### src/cadf_pkg.sv
// shared constants for the cascaded average filter
`timescale 1ns / 1ps

package cadf_pkg;

  // fixed field widths of the item ports
  localparam int CHANNEL_BITS = 2;
  localparam int SAMPLE_BITS  = 12;
  localparam int VALUE_BITS   = 12;

  // four raw samples per item, averaged by a shift
  localparam int RAW_COUNT = 4;
  localparam int RAW_SHIFT = $clog2(RAW_COUNT);
  localparam int RAW_SUM_BITS = SAMPLE_BITS + RAW_SHIFT;

  // defaults for the top level parameters
  localparam int DEF_CHANNELS      = 4;
  localparam int DEF_HISTORY_DEPTH = 4;

endpackage

### src/cadf_avg.sv
// shifts a value into one history row and takes the floor average of the new row
`timescale 1ns / 1ps

module cadf_avg #(
  parameter int HISTORY_DEPTH = cadf_pkg::DEF_HISTORY_DEPTH
) (
  input  logic [HISTORY_DEPTH-1:0][cadf_pkg::SAMPLE_BITS-1:0] row_i,
  input  logic [cadf_pkg::SAMPLE_BITS-1:0]                    value_i,
  output logic [HISTORY_DEPTH-1:0][cadf_pkg::SAMPLE_BITS-1:0] row_o,
  output logic [cadf_pkg::SAMPLE_BITS-1:0]                    avg_o
);

  localparam int SHIFT     = $clog2(HISTORY_DEPTH);
  localparam int SUM_BITS  = cadf_pkg::SAMPLE_BITS + SHIFT;
  localparam bit IS_POW2   = ((1 << SHIFT) == HISTORY_DEPTH);
  // reciprocal for exact floor division of a SUM_BITS value
  localparam int RECIP_K   = SUM_BITS + SHIFT;
  localparam int MULT_BITS = SUM_BITS + 1;
  localparam longint unsigned MULT_FULL =
    ((64'd1 << RECIP_K) + 64'(HISTORY_DEPTH) - 64'd1) / 64'(HISTORY_DEPTH);
  localparam logic [MULT_BITS-1:0] MULT = MULT_BITS'(MULT_FULL);

  logic [SUM_BITS-1:0] sum;

  always_comb begin
    row_o[0] = value_i;
    for (int k = 1; k < HISTORY_DEPTH; k++) begin
      row_o[k] = row_i[k-1];
    end
  end

  always_comb begin
    sum = '0;
    for (int k = 0; k < HISTORY_DEPTH; k++) begin
      sum = sum + SUM_BITS'(row_o[k]);
    end
  end

  generate
    if (IS_POW2) begin : g_shift
      logic [SUM_BITS-1:0] quot;
      assign quot  = sum >> SHIFT;
      assign avg_o = quot[cadf_pkg::SAMPLE_BITS-1:0];
    end else begin : g_recip
      logic [SUM_BITS+MULT_BITS-1:0] prod;
      logic [SUM_BITS+MULT_BITS-1:0] quot;
      assign prod  = (SUM_BITS+MULT_BITS)'(sum) * (SUM_BITS+MULT_BITS)'(MULT);
      assign quot  = prod >> RECIP_K;
      assign avg_o = quot[cadf_pkg::SAMPLE_BITS-1:0];
    end
  endgenerate

endmodule

### src/cadf_hist.sv
// per-channel history rows, cleared at reset, one row read and written per cycle
`timescale 1ns / 1ps

module cadf_hist #(
  parameter int CHANNELS      = cadf_pkg::DEF_CHANNELS,
  parameter int HISTORY_DEPTH = cadf_pkg::DEF_HISTORY_DEPTH,
  parameter int CH_IDX_BITS   = (CHANNELS > 1) ? $clog2(CHANNELS) : 1
) (
  input  logic                                                 clk,
  input  logic                                                 rst_n,
  input  logic [CH_IDX_BITS-1:0]                               ch_idx,
  output logic [HISTORY_DEPTH-1:0][cadf_pkg::SAMPLE_BITS-1:0]  rd_row,
  input  logic                                                 wr_en,
  input  logic [HISTORY_DEPTH-1:0][cadf_pkg::SAMPLE_BITS-1:0]  wr_row
);

  logic [CHANNELS-1:0][HISTORY_DEPTH-1:0][cadf_pkg::SAMPLE_BITS-1:0] hist_r;

  assign rd_row = hist_r[ch_idx];

  always_ff @(posedge clk) begin
    if (!rst_n) begin
      hist_r <= '0;
    end else if (wr_en) begin
      hist_r[ch_idx] <= wr_row;
    end
  end

endmodule

### src/cascaded_average_adc_filter_core.sv
// top level of the cascaded moving-average filter for a multi-channel adc stream
//
//   channel  direction  handshake           payload
//   in_      input      in_valid/in_stall   in_channel, in_sample_a..d
//   out_     output     out_valid/out_stall out_channel, out_filtered_value
//
// one item per cycle sustained while out_stall is low; an accepted item passes
// through the input register, then the result register, to the output
// both history stages of an in-range channel are read and rewritten in the
// single cycle an item moves from the input register to the result register
// synchronous active-low reset clears both history stores and all valid flags
// in_stall rises only when both registers hold items and out_stall is high
`timescale 1ns / 1ps

module cascaded_average_adc_filter_core #(
  parameter int CHANNELS      = cadf_pkg::DEF_CHANNELS,
  parameter int HISTORY_DEPTH = cadf_pkg::DEF_HISTORY_DEPTH
) (
  input  logic                                 clk,
  input  logic                                 rst_n,
  input  logic                                 in_valid,
  output logic                                 in_stall,
  input  logic [cadf_pkg::CHANNEL_BITS-1:0]    in_channel,
  input  logic [cadf_pkg::SAMPLE_BITS-1:0]     in_sample_a,
  input  logic [cadf_pkg::SAMPLE_BITS-1:0]     in_sample_b,
  input  logic [cadf_pkg::SAMPLE_BITS-1:0]     in_sample_c,
  input  logic [cadf_pkg::SAMPLE_BITS-1:0]     in_sample_d,
  output logic                                 out_valid,
  input  logic                                 out_stall,
  output logic [cadf_pkg::CHANNEL_BITS-1:0]    out_channel,
  output logic [cadf_pkg::VALUE_BITS-1:0]      out_filtered_value
);

  localparam int CH_IDX_BITS = (CHANNELS > 1) ? $clog2(CHANNELS) : 1;

  // input register
  logic                               in_valid_r;
  logic [cadf_pkg::CHANNEL_BITS-1:0]  in_channel_r;
  logic [cadf_pkg::SAMPLE_BITS-1:0]   in_sample_a_r;
  logic [cadf_pkg::SAMPLE_BITS-1:0]   in_sample_b_r;
  logic [cadf_pkg::SAMPLE_BITS-1:0]   in_sample_c_r;
  logic [cadf_pkg::SAMPLE_BITS-1:0]   in_sample_d_r;
  logic                               in_valid_nxt;

  // result register
  logic                               out_valid_r;
  logic [cadf_pkg::CHANNEL_BITS-1:0]  out_channel_r;
  logic [cadf_pkg::VALUE_BITS-1:0]    out_value_r;

  logic                               in_accept;
  logic                               advance;
  logic                               ch_ok;
  logic                               hist_wr;
  logic [CH_IDX_BITS-1:0]             ch_idx;
  logic [cadf_pkg::RAW_SUM_BITS-1:0]  raw_sum;
  logic [cadf_pkg::RAW_SUM_BITS-1:0]  raw_quot;
  logic [cadf_pkg::SAMPLE_BITS-1:0]   raw_avg;
  logic [cadf_pkg::SAMPLE_BITS-1:0]   stage1_avg;
  logic [cadf_pkg::SAMPLE_BITS-1:0]   stage2_avg;
  logic [cadf_pkg::VALUE_BITS-1:0]    result_value;

  logic [HISTORY_DEPTH-1:0][cadf_pkg::SAMPLE_BITS-1:0] first_row;
  logic [HISTORY_DEPTH-1:0][cadf_pkg::SAMPLE_BITS-1:0] first_row_new;
  logic [HISTORY_DEPTH-1:0][cadf_pkg::SAMPLE_BITS-1:0] second_row;
  logic [HISTORY_DEPTH-1:0][cadf_pkg::SAMPLE_BITS-1:0] second_row_new;

  // result register frees up when empty or when its item is taken
  assign advance   = !out_valid_r || !out_stall;
  assign in_stall  = in_valid_r && !advance;
  assign in_accept = in_valid && !in_stall;

  always_comb begin
    in_valid_nxt = in_valid_r;
    if (in_accept) begin
      in_valid_nxt = 1'b1;
    end else if (advance) begin
      in_valid_nxt = 1'b0;
    end
  end

  // channels past the store leave history alone and give a zero value
  assign ch_ok   = (32'(in_channel_r) < CHANNELS);
  assign ch_idx  = ch_ok ? CH_IDX_BITS'(in_channel_r) : '0;
  assign hist_wr = in_valid_r && advance && ch_ok;

  assign raw_sum = cadf_pkg::RAW_SUM_BITS'(in_sample_a_r)
                 + cadf_pkg::RAW_SUM_BITS'(in_sample_b_r)
                 + cadf_pkg::RAW_SUM_BITS'(in_sample_c_r)
                 + cadf_pkg::RAW_SUM_BITS'(in_sample_d_r);
  assign raw_quot = raw_sum >> cadf_pkg::RAW_SHIFT;
  assign raw_avg  = raw_quot[cadf_pkg::SAMPLE_BITS-1:0];

  cadf_hist #(
    .CHANNELS      (CHANNELS),
    .HISTORY_DEPTH (HISTORY_DEPTH),
    .CH_IDX_BITS   (CH_IDX_BITS)
  ) u_first_hist (
    .clk    (clk),
    .rst_n  (rst_n),
    .ch_idx (ch_idx),
    .rd_row (first_row),
    .wr_en  (hist_wr),
    .wr_row (first_row_new)
  );

  cadf_avg #(
    .HISTORY_DEPTH (HISTORY_DEPTH)
  ) u_first_avg (
    .row_i   (first_row),
    .value_i (raw_avg),
    .row_o   (first_row_new),
    .avg_o   (stage1_avg)
  );

  cadf_hist #(
    .CHANNELS      (CHANNELS),
    .HISTORY_DEPTH (HISTORY_DEPTH),
    .CH_IDX_BITS   (CH_IDX_BITS)
  ) u_second_hist (
    .clk    (clk),
    .rst_n  (rst_n),
    .ch_idx (ch_idx),
    .rd_row (second_row),
    .wr_en  (hist_wr),
    .wr_row (second_row_new)
  );

  cadf_avg #(
    .HISTORY_DEPTH (HISTORY_DEPTH)
  ) u_second_avg (
    .row_i   (second_row),
    .value_i (stage1_avg),
    .row_o   (second_row_new),
    .avg_o   (stage2_avg)
  );

  assign result_value = ch_ok ? cadf_pkg::VALUE_BITS'(stage2_avg) : '0;

  always_ff @(posedge clk) begin
    if (!rst_n) begin
      in_valid_r  <= 1'b0;
      out_valid_r <= 1'b0;
    end else begin
      in_valid_r <= in_valid_nxt;
      if (advance) begin
        out_valid_r <= in_valid_r;
      end
    end
  end

  always_ff @(posedge clk) begin
    if (in_accept) begin
      in_channel_r  <= in_channel;
      in_sample_a_r <= in_sample_a;
      in_sample_b_r <= in_sample_b;
      in_sample_c_r <= in_sample_c;
      in_sample_d_r <= in_sample_d;
    end
    if (advance && in_valid_r) begin
      out_channel_r <= in_channel_r;
      out_value_r   <= result_value;
    end
  end

  assign out_valid          = out_valid_r;
  assign out_channel        = out_channel_r;
  assign out_filtered_value = out_value_r;

endmodule
### config.mk
export PLATFORM = sky130hd
export DESIGN_NAME = cascaded_average_adc_filter_core
export DESIGN_NICKNAME = d
export VERILOG_FILES = /design/src/cadf_pkg.sv /design/src/cadf_avg.sv /design/src/cadf_hist.sv /design/src/cascaded_average_adc_filter_core.sv
export SDC_FILE = /design/constraint.sdc
export NUM_CORES = 1
export LEC_CHECK = 0
export ABC_AREA = 1
export BUFFER_PORTS_ARGS = -buffer_cell sky130_fd_sc_hd__buf_2
export CORE_AREA = 3 3 201 203
export DETAILED_ROUTE_END_ITERATION = 6
export DIE_AREA = 0 0 204 206
export SYNTH_ARGS = -nofsm -noshare
export SYNTH_HDL_FRONTEND = slang
export SYNTH_SLANG_ARGS = --single-unit
export TNS_END_PERCENT = 100
### constraint.sdc
create_clock -name clk -period 10.2 [get_ports clk]
set_input_delay 2.04 -clock clk [delete_from_list [all_inputs] [get_ports clk]]
set_output_delay 2.04 -clock clk [all_outputs]
set_load 0.05 [all_outputs]
Word level (Yosys, flattened, before mapping)
Cells that the tools add are included.
{"block": "totals", "regBits": 450, "inputBits": 54, "out_inout_bits": 16}
{"block": "op_classes", "add_sub_neg": 9, "order_cmp": 2, "muxes": 10, "reduce_logical": 10}
{"operator": "192-bit bitwise mux", "count": 2}
{"operator": "48-bit binary-select mux with 2-bit select", "count": 2}
{"operator": "48-bit demux with 2-bit select", "count": 1}
{"operator": "36-bit 2-to-1 mux", "count": 2}
{"operator": "14-bit by 12-bit adder with 14-bit output", "count": 5}
{"operator": "48-bit 2-to-1 mux", "count": 1}
{"operator": "12-bit by 12-bit adder with 13-bit output", "count": 3}
{"operator": "13-bit by 12-bit adder with 14-bit output", "count": 1}
{"operator": "1-bit logical AND", "count": 4}
{"operator": "1-bit logical NOT", "count": 4}
{"operator": "2-bit by 3-bit < comparator with 1-bit output, second input constant", "count": 1}
{"operator": "2-bit by 1-bit greater-or-equal comparator with 1-bit output, second input constant", "count": 1}
{"operator": "1-bit 2-to-1 mux", "count": 2}
{"operator": "2-bit nonzero test", "count": 1}
{"operator": "1-bit logical OR", "count": 1}

Depth between registers and ports, before layout
Gate-level depths: netlist of run 1.
{"block": "logic_depth", "ltp_word": 9, "ltp_mapped": 51, "ltp_nobuf": 51}

Modules after synthesis
Synthesis of run 1 repeated with hierarchy kept, for this count alone.
{"block": "unflattened", "hier_cells": 3852, "area_unflattened_um2": 25655.9}
{"mod": "cadf_hist", "n_inst": 2, "cells_each": 1507, "area_each_um2": 9359.0}
{"mod": "cascaded_average_adc_filter_core", "n_inst": 1, "cells_each": 298, "area_each_um2": 3404.5}
{"mod": "cadf_avg at u_first_avg", "n_inst": 1, "cells_each": 270, "area_each_um2": 1771.7}
{"mod": "cadf_avg at u_second_avg", "n_inst": 1, "cells_each": 270, "area_each_um2": 1761.7}

Worst setup path before layout of run 1
No wires, ideal clock.
{"block": "synth_timing", "path_kind": "reg2reg", "start": "reg in_sample_a_r[1] (netlist bit)", "end": "reg out_value_r, in the netlist out_filtered_value[10], data pin", "arrival_time_ps": 7804, "t_required_ps": 9948, "slack_ps": 2143, "stages_incl_launch_ff": 51, "n_path_buf": 0, "cell_sequence": "edfxtp_1 > inv_1 > fa_1 > inv_1 > fa_1 > nand2_1 > nor2_1 > inv_1 > fa_1 > inv_1 > nand2_1 > o21ai_1 > nand3_1 > nand2_1 > xor2_1 > inv_1 > ha_1 > nand2_1 > [15 not listed] > nand2_1 > nand2_1 > ha_1 > a21oi_1 > inv_1 > nor2_1 > nand2_1 > nand3_1 > nand2_1 > fa_1 > inv_1 > ha_1 > nand2_1 > nor2_1 > a221oi_1 > nand2_1 > nand2_1 > nand2_1"}
{"item": "start: declaration", "line_no": "cascaded_average_adc_filter_core.sv:39", "text": "logic [cadf_pkg::SAMPLE_BITS-1:0] in_sample_a_r;"}
{"item": "start signal: assignment", "line_no": "cascaded_average_adc_filter_core.sv:154", "text": "in_sample_a_r <= in_sample_a;"}
{"item": "end signal: assignment", "line_no": "cascaded_average_adc_filter_core.sv:161", "text": "out_value_r <= result_value;"}
{"item": "end: declaration", "line_no": "cascaded_average_adc_filter_core.sv:48", "text": "logic [cadf_pkg::VALUE_BITS-1:0] out_value_r;"}

==> impl_results.md, run 1 <==
- Final Hold Fails: 0
- Top cell type's share of synthesized area: 33.3%
- Source of the worst register-to-register timing path: in_sample_a_r[1]
- Sequential group share of total power: 32.7%
- Dominant combinational cell family by area after synthesis: compound AO/OA/AOI/OAI gates
- Startpoint types: flip-flop
- Summed area of non-filler cells in the final layout: 19400 um^2
- Post-CTS Setup Repair Bufs: 0
- Syn Inst Count: 2072
- Final setup viols: 0
- Comb pwr share: 37.7%
- # nets final: 2240
- Initial antenna violation count: 0
- Slew at the pin closest to its max-slew limit: 1.13 ns
- Final slew viol count: 0
- Number of iterations in the first detailed-routing pass: 5
- DRC marker count from the first detailed-route iteration: 918
- HPWL after detailed placement: 27400 um
- GPL Wtd Cong: 0.901
- Residual antenna-violating net count after detailed routing: 0
- Clock group share of total power: 29.7%
- Int Power: 2970 uW
- Worst path slowest cell: sky130_fd_sc_hd__fa_1
- Die footprint: 42000 um^2
- Most instantiated flip-flop cell in the synthesis netlist: sky130_fd_sc_hd__dfxtp_1
- Number of cell instances on the worst register-to-register path: 50
- Clock Root Buffer: sky130_fd_sc_hd__clkbuf_16
- Class of the most critical hold timing path: flip-flop to flip-flop
- Residual overflow from global routing: 0
- Final critical-path share of the clock period: 89.0%
- Highest ir drop seen on vdd: 0.141 mV
- GRT Overall Usage: 20.7%
- Number of remaining DRC errors: 0
- Count of distinct cell types in the synthesized netlist: 46
- Most common cell in the synthesized netlist: sky130_fd_sc_hd__a21oi_1
- Crit-path max FO: 5
- Setup slack after placement: 1.16 ns
- Post-layout minimum cycle time: 9.07 ns
- Cell Area, Synth: 17500 um^2
- Horizontal extent of the die: 204 um
- Crit path launch: in_sample_a_r[1]
- Layout cells sized above 1: 9.58%
- TritonCTS clock tree: yes
- First-pass GRT wire length: 70100 um
- Diodes inserted: 0
- Run status: finished, final reports clean
- Worst Setup Path Type: flip-flop to flip-flop
- Synthesized area per cell: 8.43 um^2
- Simple-gate area share of the yosys netlist: 8.54%
- EDFF count, synth: 64
- Site Rows: 72
- Share of synthesized registers carrying an async set or reset: 0%
- Routed vias: 13900
- Required time worst endpoint: 10.50 ns
- Count of synthesis-stage warnings from yosys: 0
- H-tree levels: 2
- Unrepaired setup endpoints after global routing: false
- Delay of the slowest cell on the worst path: 0.52 ns
- Flip-flop and latch count after synthesis: 354
- Capturing element type of the critical path: flip-flop
- Final Util: 50.2%
- Count of boundary I/O pins: 70
- Clock-pin slew on the worst setup and hold paths: 0.06 ns
- Number of nets produced by synthesis: 2234
- Number of violations of the max-capacitance limit: 0
- Clock latency on the worst-skew pair: 0.54 ns
- Static Leakage: 0.00898 uW
- Maximum number of buffers from clock root to sink: 3
- Post-detailed-route wirelength per cell: 16.4 um
- Number of cells upsized or downsized after cts: 0
- Power density normalized to cell area: 246 nW/um^2
- Starting Density: 45.2%
- Number of port buffers: 69
- Number of cells after detailed placement: 2555
- Synthesis-to-finish area growth: 11.1%
- Fraction of the yosys area taken by sequential cells: 44.3%
- Pin count of the biggest net entering global routing: 125
- Achievable clock frequency: 0.110 GHz
- Switch share: 37.8%
- Synthesized-area fraction occupied by ao, oa, aoi and oai cells: 25.5%
- Count of hold-fix buffers inserted at cts: 0
- Most prevalent standard cell on the critical path: sky130_fd_sc_hd__nand2_1
- Non-filler cells in the finished layout: 2626
- Fillcell total: 3616
- Most frequent cells after synthesis: 324 x sky130_fd_sc_hd__a21oi_1, 323 x sky130_fd_sc_hd__inv_1, 290 x sky130_fd_sc_hd__dfxtp_1
- Max-slew headroom at the worst pin: 24.9%
- Min setup slack post-route: 1.13 ns
- Switch Pwr: 1800 uW
- XOR/XNOR share of the synthesized area: 1.71%
- R2R Setup Slk: 1.13 ns
- Vias in the first global route: 13300
- Die H: 206 um
- Worst setup skew after layout: 0.0182 ns
- Total routed wirelength: 43100 um
- Largest area contributor in the synthesized netlist: sky130_fd_sc_hd__dfxtp_1
- TritonCTS Buffers: 39
- Post-Place Cell Area: 18100 um^2
- Placeable core area: 38600 um^2
- Total Negative Setup Slacks: 0 ns
- Share of cell area taken by muxes after synthesis: 0%
- Critical Path End: out_filtered_value[10]
- Endpoint of the worst register-to-register path: out_filtered_value[10]
- Crit path arrival time: 9.37 ns
- Share of synthesized cell area in full adder, half adder and majority cells: 9.89%
- Average via count per standard cell: 5.29
- Top cells by area in the synthesized netlist: sky130_fd_sc_hd__dfxtp_1 33%, sky130_fd_sc_hd__edfxtp_1 11%, sky130_fd_sc_hd__a21oi_1 9.3%
- Clock sinks: 354
through the flow:
stage / power (uW) / hold slack, ns
4_1_cts: 4820 / 0.466
3_5_place_dp: 3380 / 0.456
3_3_place_gp: 3360 / 0.453
2_1_floorplan: 2940 / 0.428
5_1_grt: 5140 / 0.481
6_report: 4770 / 0.460
routing by layer:
| metal | vias up | track usage (%) | wire [um] |
|---|---|---|---|
| met4 | 0 | 6.56 | 1170 |
| met1 | 6530 | 27.5 | 19600 |
| met2 | 307 | 35.3 | 20500 |
| met5 | - | 0 | 0 |
| met3 | 62 | 2.66 | 1830 |
| li1 | 6987 | - | - |
flip-flops by register name, summed over array words and instances, names as in the netlist:
signal and cells:
out_channel 2, in_sample_d_r 12, in_sample_c_r 12, ch_idx 2
in_valid_r 1, in_sample_a_r 12, u_first_hist.hist_r 144, out_filtered_value 12
in_sample_b_r 12, u_second_hist.hist_r 144, out_valid 1
critical path, delay by kind of cell (launching register included):
kind,cells,cell delay (ns)
DFF,1,0.33
xor gates and xnor gates,1,0.41
adders and majority gates,9,3.71
and+or+nand+nor,24,2.03
AOI/OAI and AO/OA,8,1.72
buffers and inverters,8,0.63
layout make-up:
| type | count | area (um^2) | area share (%) |
|---|---|---|---|
| Multi-Input combinational cell | 1263 | 8000 | 41.2 |
| Sequential cell | 354 | 7730 | 39.8 |
| Inverter | 335 | 1260 | 6.48 |
| Clock buffer | 55 | 1160 | 5.99 |
| Tap cell | 518 | 648 | 3.34 |
| Timing Repair Buffer | 85 | 468 | 2.41 |
| Clock inverter | 16 | 141 | 0.729 |
power by group through the flow:
| stage | logic, uW | clock network (uW) | registers (uW) |
|---|---|---|---|
| global route | 2060 | 1520 | 1570 |
| CTS | 1800 | 1460 | 1560 |
| global placement | 1770 | 0 | 1590 |
| detailed placement | 1790 | 0 | 1590 |
| finish | 1800 | 1420 | 1560 |
| floorplan | 1280 | 0 | 1660 |
cell families after synthesis:
logic type	after synthesis
compound gates	771
simple gates	350
buf+inv	455
fa+ha+maj	108
xor+xnor	34
flops	354
cells in the final DEF, fill, tap and decap left out, types with 58 or more instances in the layout:
cell type / netlist / routed
sky130_fd_sc_hd__a21oi_1: 324 / 324
sky130_fd_sc_hd__buf_2: 33 / 68
sky130_fd_sc_hd__dfxtp_1: 290 / 290
sky130_fd_sc_hd__edfxtp_1: 64 / 64
sky130_fd_sc_hd__ha_1: 58 / 58
sky130_fd_sc_hd__inv_1: 323 / 322
sky130_fd_sc_hd__nand2_1: 187 / 187
sky130_fd_sc_hd__nand3_1: 58 / 58
sky130_fd_sc_hd__nor2_1: 74 / 72
sky130_fd_sc_hd__o21ai_0: 280 / 280
worst min path at each step:
| stage | cells after the start | to | from | slack (ns) |
|---|---|---|---|---|
| after CTS | 2 | u_second_hist.hist_r[107] | u_second_hist.hist_r[107] | 0.47 |
| after global placement | 2 | u_second_hist.hist_r[107] | u_second_hist.hist_r[107] | 0.45 |
| after detailed placement | 2 | u_second_hist.hist_r[107] | u_second_hist.hist_r[107] | 0.46 |
| final | 2 | u_second_hist.hist_r[59] | u_second_hist.hist_r[59] | 0.46 |
| after floorplan | 0 | out_channel[0] | ch_idx[0] | 0.43 |
| after global routing | 2 | u_second_hist.hist_r[107] | u_second_hist.hist_r[107] | 0.48 |
Note: power is estimated with default switching activity, not from simulation.
==> inputs of run 2 (changes only) <==
Settings changed: CORE_AREA 3 3 201 203 to 3 3 243 245, DIE_AREA 0 0 204 206 to 0 0 246 248, SYNTH_HIERARCHICAL set to 1.
==> run 2 against run 1 <==
Against the previous run:
- die area grew 45%
- sequential power is essentially flat
- highest routed layer unchanged
- hold slack gained 0.020 ns
- utilization shrank 11 points
- clock skew shrank 0.0033 ns
- cell area grew 15%
- maximum frequency grew 38%
- cell count grew 44%
- global-route usage shrank 3.9 points
- area after synthesis grew 21%
- wire length grew 16%
==> impl_results.md, run 2 <==
- Achievable clock frequency: 0.152 GHz (+38%)
- Required time worst endpoint: 10.51 ns (about the same)
- Final Util: 38.9% (-11 points)
- Max-slew headroom at the worst pin: 30.2% (+5.3 points)
- Vias in the first global route: 16300 (+23%)
- Post-layout minimum cycle time: 6.58 ns (-2.49 ns)
- TritonCTS Buffers: 42 (+7.7%)
- Count of hold-fix buffers inserted at cts: 0 (unchanged)
- Cell Area, Synth: 21000 um^2 (+21%)
- Source of the worst register-to-register timing path: in_sample_a_r[1]
- Total routed wirelength: 50100 um (+16%)
- Min setup slack post-route: 3.62 ns (+2.49 ns)
- Clock-pin slew on the worst setup and hold paths: 0.06 ns (about the same)
- Worst Setup Path Type: flip-flop to flip-flop
- Post-detailed-route wirelength per cell: 13.3 um (-19%)
- Pin count of the biggest net entering global routing: 154 (+23%)
- Number of remaining DRC errors: 0 (unchanged)
- Placeable core area: 57400 um^2 (+48%)
- Final setup viols: 0 (unchanged)
- Static Leakage: 0.0113 uW (+25%)
- GPL Wtd Cong: 0.813 (-9.7%)
- GRT Overall Usage: 16.8% (-3.9 points)
- Post-CTS Setup Repair Bufs: 0 (unchanged)
- Number of cells on the worst hold path: 2 (unchanged)
- Count of boundary I/O pins: 70 (unchanged)
- Horizontal extent of the die: 246 um (+21%)
- Final critical-path share of the clock period: 64.5% (-24 points)
- Number of nets produced by synthesis: 3281 (+47%)
- Final slew viol count: 0 (unchanged)
- Power density normalized to cell area: 208 nW/um^2 (-15%)
- Layout cells sized above 1: 6.62% (-3.0 points)
- Commonest non-fill, non-tap cells in the layout: 744 x sky130_fd_sc_hd__nand2_1, 564 x sky130_fd_sc_hd__inv_1, 520 x sky130_fd_sc_hd__nor2_1
- Total Negative Setup Slacks: 0 ns (unchanged)
- Starting Density: 36.7% (-8.5 points)
- Average via count per standard cell: 4.56 (-14%)
- First-pass GRT wire length: 84400 um (+20%)
- Routed vias: 17200 (+24%)
- # nets final: 3131 (+40%)
- Setup slack after placement: 3.60 ns (+2.44 ns)
- H-tree levels: 2 (unchanged)
- Clock Root Buffer: sky130_fd_sc_hd__clkbuf_16
- Clock sinks: 354 (unchanged)
- Slew at the pin closest to its max-slew limit: 1.05 ns (-0.0800 ns)
- R2R Setup Slk: 3.62 ns (+2.49 ns)
- Diodes inserted: 0 (unchanged)
- Crit path arrival time: 6.90 ns (-2.47 ns)
- Endpoint of the worst hold path: u_first_hist/hist_r[30]
- Class of the most critical hold timing path: flip-flop to flip-flop
- Clock latency on the worst-skew pair: 0.57 ns (+0.03 ns)
- Initial antenna violation count: 0 (unchanged)
- Delay of the slowest cell on the worst path: 0.57 ns (+0.05 ns)
- Min-delay src: u_first_hist/hist_r[30]
- Synthesized area per cell: 6.74 um^2 (-20%)
- Final Hold Fails: 0 (unchanged)
- Worst setup skew after layout: 0.0150 ns (-0.00328 ns)
- Number of violations of the max-capacitance limit: 0 (unchanged)
- Number of cells upsized or downsized after cts: 0 (unchanged)
- Endpoint of the worst register-to-register path: out_filtered_value[8]
- HPWL after detailed placement: 30300 um (+11%)
- Number of cell instances on the worst register-to-register path: 33 (-34%)
- Number of iterations in the first detailed-routing pass: 5 (unchanged)
- DRC marker count from the first detailed-route iteration: 1087 (+18%)
- Startpoint types: flip-flop
- Residual antenna-violating net count after detailed routing: 0 (unchanged)
- Largest registers: u_first_hist/hist_r: 144 flops, u_second_hist/hist_r: 144 flops
- Die footprint: 61000 um^2 (+45%)
- Site Rows: 88 (+22%)
- Synthesis-to-finish area growth: 6.07%
- Capturing element type of the critical path: flip-flop
- Residual overflow from global routing: 0 (unchanged)
- Most common cell after layout, fill and taps aside: sky130_fd_sc_hd__nand2_1
- Die H: 248 um (+20%)
- Most prevalent standard cell on the critical path: sky130_fd_sc_hd__nand2_1
- Maximum number of buffers from clock root to sink: 3 (unchanged)
- Highest ir drop seen on vdd: 0.126 mV (-11%)
- Worst path slowest cell: sky130_fd_sc_hd__fa_1
- Number of port buffers: 69 (unchanged)
- TritonCTS clock tree: yes
- Count of synthesis-stage warnings from yosys: 6 (+6)
- Syn Inst Count: 3122 (+51%)
- Crit-path max FO: 5 (unchanged)
- Run status: finished, final reports clean
- Unrepaired setup endpoints after global routing: false
run 2: layout make-up:
type	count	area (um^2)
fill	6078	35000
sequential	354	7730
inverter	578	2170
clock buffer	63	1270
timing repair buffer	86	520
multi-input combinational	1910	9580
clock inverter	14	97.6
tap	765	957
run 2: report_power, final:
group	leakage [uW]	internal, uW	total, uW	switching [uW]
clock	0.000674	883	1490	603
combinational	0.00761	472	1590	1120
sequential	0.00298	1530	1570	36.0
run 2: how the worst max path moves through the flow:
stage	end	slack (ns)	from	depth (start not counted)
global placement	out_filtered_value[8]	3.69	in_sample_a_r[1]	33
detailed placement	out_filtered_value[10]	3.60	in_sample_a_r[1]	32
finish	out_filtered_value[8]	3.62	in_sample_a_r[1]	33
floorplan	out_filtered_value[8]	4.65	in_sample_a_r[1]	33
global route	out_filtered_value[9]	3.12	in_sample_a_r[1]	35
CTS	out_filtered_value[8]	3.57	in_sample_a_r[1]	33
run 2: metal layers:
layer | part of all wire, % | up-vias | GRT usage (%) | wire length [um]
met3 | 4.7 | 62 | 2.84 | 2380
met1 | 48 | 7858 | 22.7 | 24000
met5 | 0 | - | 0 | 0
met4 | 1.7 | 0 | 3.94 | 870
met2 | 46 | 292 | 28.1 | 22800
li1 | - | 8974 | - | -
run 2: stage by stage:
step / cells / area, um^2 / total power, uW / hold slack, ns
2_1_floorplan: 3122 / 21000 / 2930 / 0.452
3_3_place_gp: 3693 / 21000 / 3190 / 0.462
3_5_place_dp: 3693 / 21000 / 3190 / 0.469
4_1_cts: 3770 / 22300 / 4710 / 0.484
5_1_grt: 3770 / 22300 / 5010 / 0.502
6_report: 3770 / 22300 / 4640 / 0.480
run 2: worst max-delay path: cells and delay by family, from the launching register on:
| family | cells | cell delay, ns |
|---|---|---|
| adders and majority gates | 7 | 3.25 |
| and+or+nand+nor | 17 | 1.43 |
| xor gates and xnor gates | 2 | 0.83 |
| buffers and inverters | 7 | 0.51 |
| DFF | 1 | 0.32 |
==> inputs of run 3 (changes only) <==
Clock period 10.2 ns to 5.7 ns, I/O delays scaled along.
==> run 3 against run 2 <==
Against the previous run:
- count of clock-buffer cells in the layout shrank 1
- sequential share of layout area shrank 2.8 points
- clock power grew 85%
- via count grew 3.2%
- largest cell class unchanged
- largest power group unchanged
- highest routed layer unchanged
==> impl_results.md, run 3 (synthesized netlist as in run 2, its figures left out) <==
- Run status: finished, final reports clean
- Max-slew headroom at the worst pin: 24.3% (-5.9 points)
- HPWL after detailed placement: 32400 um (+7.0%)
- Total Negative Setup Slacks: 0 ns (unchanged)
- Number of port buffers: 69 (unchanged)
- Int Power: 6380 uW (+120%)
- Pin count of the biggest net entering global routing: 124 (-19%)
- Most common cell after layout, fill and taps aside: sky130_fd_sc_hd__nand2_1
- Critical Path End: out_filtered_value[10]
- Largest registers: u_first_hist/hist_r: 144 flops, u_second_hist/hist_r: 144 flops
- Grt peak-use layer: met2
- Post-Place Cell Area: 21900 um^2 (+4.4%)
- Met2 usage in global routing: 27.5% (-0.58 points)
- Clock Root Buffer: sky130_fd_sc_hd__clkbuf_16
- Final Hold Fails: 0 (unchanged)
- Crit-path max FO: 5 (unchanged)
- Number of iterations in the first detailed-routing pass: 5 (unchanged)
- Number of cell instances on the worst register-to-register path: 32 (-3.0%)
- Die H: 248 um (unchanged)
- Required time worst endpoint: 6.03 ns (-4.48 ns)
- Startpoint types: flip-flop
- Capturing element type of the critical path: flip-flop
- Worst path slowest cell: sky130_fd_sc_hd__fa_1
- DRC marker count from the first detailed-route iteration: 1087 (unchanged)
- Final critical-path share of the clock period: 98.3% (+34 points)
- Horizontal extent of the die: 246 um (unchanged)
- Die footprint: 61000 um^2 (unchanged)
- Final setup viols: 0 (unchanged)
- Most prevalent standard cell on the critical path: sky130_fd_sc_hd__nand2_2
- Unrepaired setup endpoints after global routing: true
- Diodes inserted: 0 (unchanged)
- Average via count per standard cell: 4.54 (-0.31%)
- Initial antenna violation count: 0 (unchanged)
- GPL Wtd Cong: 0.825 (+1.5%)
- Clock latency on the worst-skew pair: 0.57 ns (about the same)
- Slew at the pin closest to its max-slew limit: 1.13 ns (+0.0874 ns)
- Achievable clock frequency: 0.178 GHz (+17%)
- Worst setup skew after layout: 0.0286 ns (+0.0136 ns)
- Placeable core area: 57400 um^2 (unchanged)
- Comb pwr share: 45.4% (+11 points)
- Post-detailed-route wirelength per cell: 13.2 um (-0.53%)
- Register area: 7730 um^2 (unchanged)
- Sequential group share of total power: 27.5% (-6.2 points)
- Source of the worst register-to-register timing path: in_sample_a_r[1]
- # nets final: 3264 (+4.2%)
- Clock sinks: 354 (unchanged)
- Starting Density: 36.7% (unchanged)
- Routed vias: 17700 (+3.2%)
- Number of violations of the max-capacitance limit: 0 (unchanged)
- Number of remaining DRC errors: 0 (unchanged)
- Commonest non-fill, non-tap cells in the layout: 689 x sky130_fd_sc_hd__nand2_1, 525 x sky130_fd_sc_hd__inv_1, 511 x sky130_fd_sc_hd__nor2_1
- Static Leakage: 0.0120 uW (+6.6%)
- Power density normalized to cell area: 420 nW/um^2 (+100%)
- Endpoint of the worst register-to-register path: out_filtered_value[10]
- GRT Overall Usage: 16.7% (-0.097 points)
- H-tree levels: 2 (unchanged)
- Area of the multi-input gates: 10400 um^2 (+8.6%)
- Met3 usage: 2.58% (-0.26 points)
- Maximum number of buffers from clock root to sink: 3 (unchanged)
- Count of hold-fix buffers inserted at cts: 0 (unchanged)
- R2R Setup Slk: 0.1 ns (-3.52 ns)
- Switch Pwr: 3800 uW (+120%)
- Final total power: 10200 uW (+120%)
- TritonCTS Buffers: 42 (unchanged)
- Synthesis-to-finish area growth: 15.3%
- Delay of the slowest cell on the worst path: 0.54 ns (-0.03 ns)
- Crit path arrival time: 5.93 ns (-0.97 ns)
- Clock group share of total power: 27.1% (-4.9 points)
- Vias in the first global route: 16300 (+0.025%)
- GR Util met1: 22.9% (+0.20 points)
- Post-layout minimum cycle time: 5.60 ns (-0.980 ns)
- Crit path launch: in_sample_a_r[1]
- Site Rows: 88 (unchanged)
- Worst Setup Path Type: flip-flop to flip-flop
- Residual antenna-violating net count after detailed routing: 0 (unchanged)
- Clock-pin slew on the worst setup and hold paths: 0.06 ns (about the same)
- Count of boundary I/O pins: 70 (unchanged)
- Layout cells sized above 1: 15.8% (+9.2 points)
- Total routed wirelength: 51500 um (+3.0%)
- Summed area of non-filler cells in the final layout: 24300 um^2 (+8.7%)
- Residual overflow from global routing: 0 (unchanged)
- Switch share: 37.3% (-0.60 points)
- Highest ir drop seen on vdd: 0.347 mV (+180%)
- Class of the most critical hold timing path: flip-flop to flip-flop
- TritonCTS clock tree: yes
- Final slew viol count: 0 (unchanged)
- Fillcell total: 5928 (-2.5%)
- First-pass GRT wire length: 83700 um (-0.79%)
## run 3: changes by cell type in the layout (fill, tap and decap cells not counted), moves of 11 or more
cell                      change
sky130_fd_sc_hd__buf_4      +127
sky130_fd_sc_hd__ha_1        -29
sky130_fd_sc_hd__ha_4        +29
sky130_fd_sc_hd__inv_1       -39
sky130_fd_sc_hd__inv_2       +35
sky130_fd_sc_hd__nand2_1     -55
sky130_fd_sc_hd__nand2_2     +43
sky130_fd_sc_hd__nand2_4     +12
sky130_fd_sc_hd__nand3_1     -11
## run 3: worst min-delay path by stage
stage / cells past startpoint / endpoint / startpoint / slack, ns
final: 2 / u_second_hist/hist_r[35] / u_second_hist/hist_r[35] / 0.48
after global routing: 2 / u_first_hist/hist_r[5] / u_first_hist/hist_r[5] / 0.51
after CTS: 2 / u_second_hist/hist_r[35] / u_second_hist/hist_r[35] / 0.48
after detailed placement: 2 / u_second_hist/hist_r[35] / u_second_hist/hist_r[35] / 0.47
after global placement: 2 / u_first_hist/hist_r[5] / u_first_hist/hist_r[5] / 0.46
after floorplan: 2 / u_first_hist/hist_r[0] / u_first_hist/hist_r[0] / 0.45
## run 3: area by class of cell
class                      count  share of cell area [%]
multi-input combinational   1910                    42.9
sequential                   354                    31.9
inverter                     578                    8.98
timing repair buffer         219                    6.50
clock buffer                  62                    5.15
tap                          765                    3.95
clock inverter                14                   0.691
## run 3: metrics by stage
stage          setup slack (ns)  hold slack, ns  utilization, %  instances
6_report                 0.0974           0.479            42.3       3902
5_1_grt                  -0.158           0.506            42.3       3902
4_1_cts                 0.00132           0.483            41.2       3886
3_5_place_dp             -0.303           0.469            38.2       3810
3_3_place_gp             -0.263           0.461            38.2       3810
2_1_floorplan             0.153           0.452               -       3122
## run 3: routing by layer
| metal | vias to the layer above | part of all wire (%) |
|---|---|---|
| met5 | - | 0 |
| met1 | 8105 | 48 |
| met4 | 0 | 2.0 |
| met3 | 77 | 4.3 |
| met2 | 315 | 45 |
| li1 | 9236 | - |
## run 3: power by group through the flow
stage | clock (uW) | sequential (uW) | combinational, uW
4_1_cts | 2830 | 2800 | 3900
2_1_floorplan | 0 | 2950 | 2290
5_1_grt | 2950 | 2810 | 5090
3_3_place_gp | 0 | 2850 | 3530
6_report | 2760 | 2800 | 4630
3_5_place_dp | 0 | 2860 | 3540
## run 3: worst max-delay path: cells and delay by family (launching register included)
kind / cells / cell delay [ns]
and+or+nand+nor: 16 / 1.18
xor gates and xnor gates: 2 / 0.34
DFF: 1 / 0.34
adders and majority gates: 7 / 3.06
buffers and inverters: 7 / 0.44
## run 3: what timing repair did
action	CTS	global route
setup endpoints to repair	10	11
gates resized for setup	40	154
buffers inserted	0	17
pin swaps	8	96
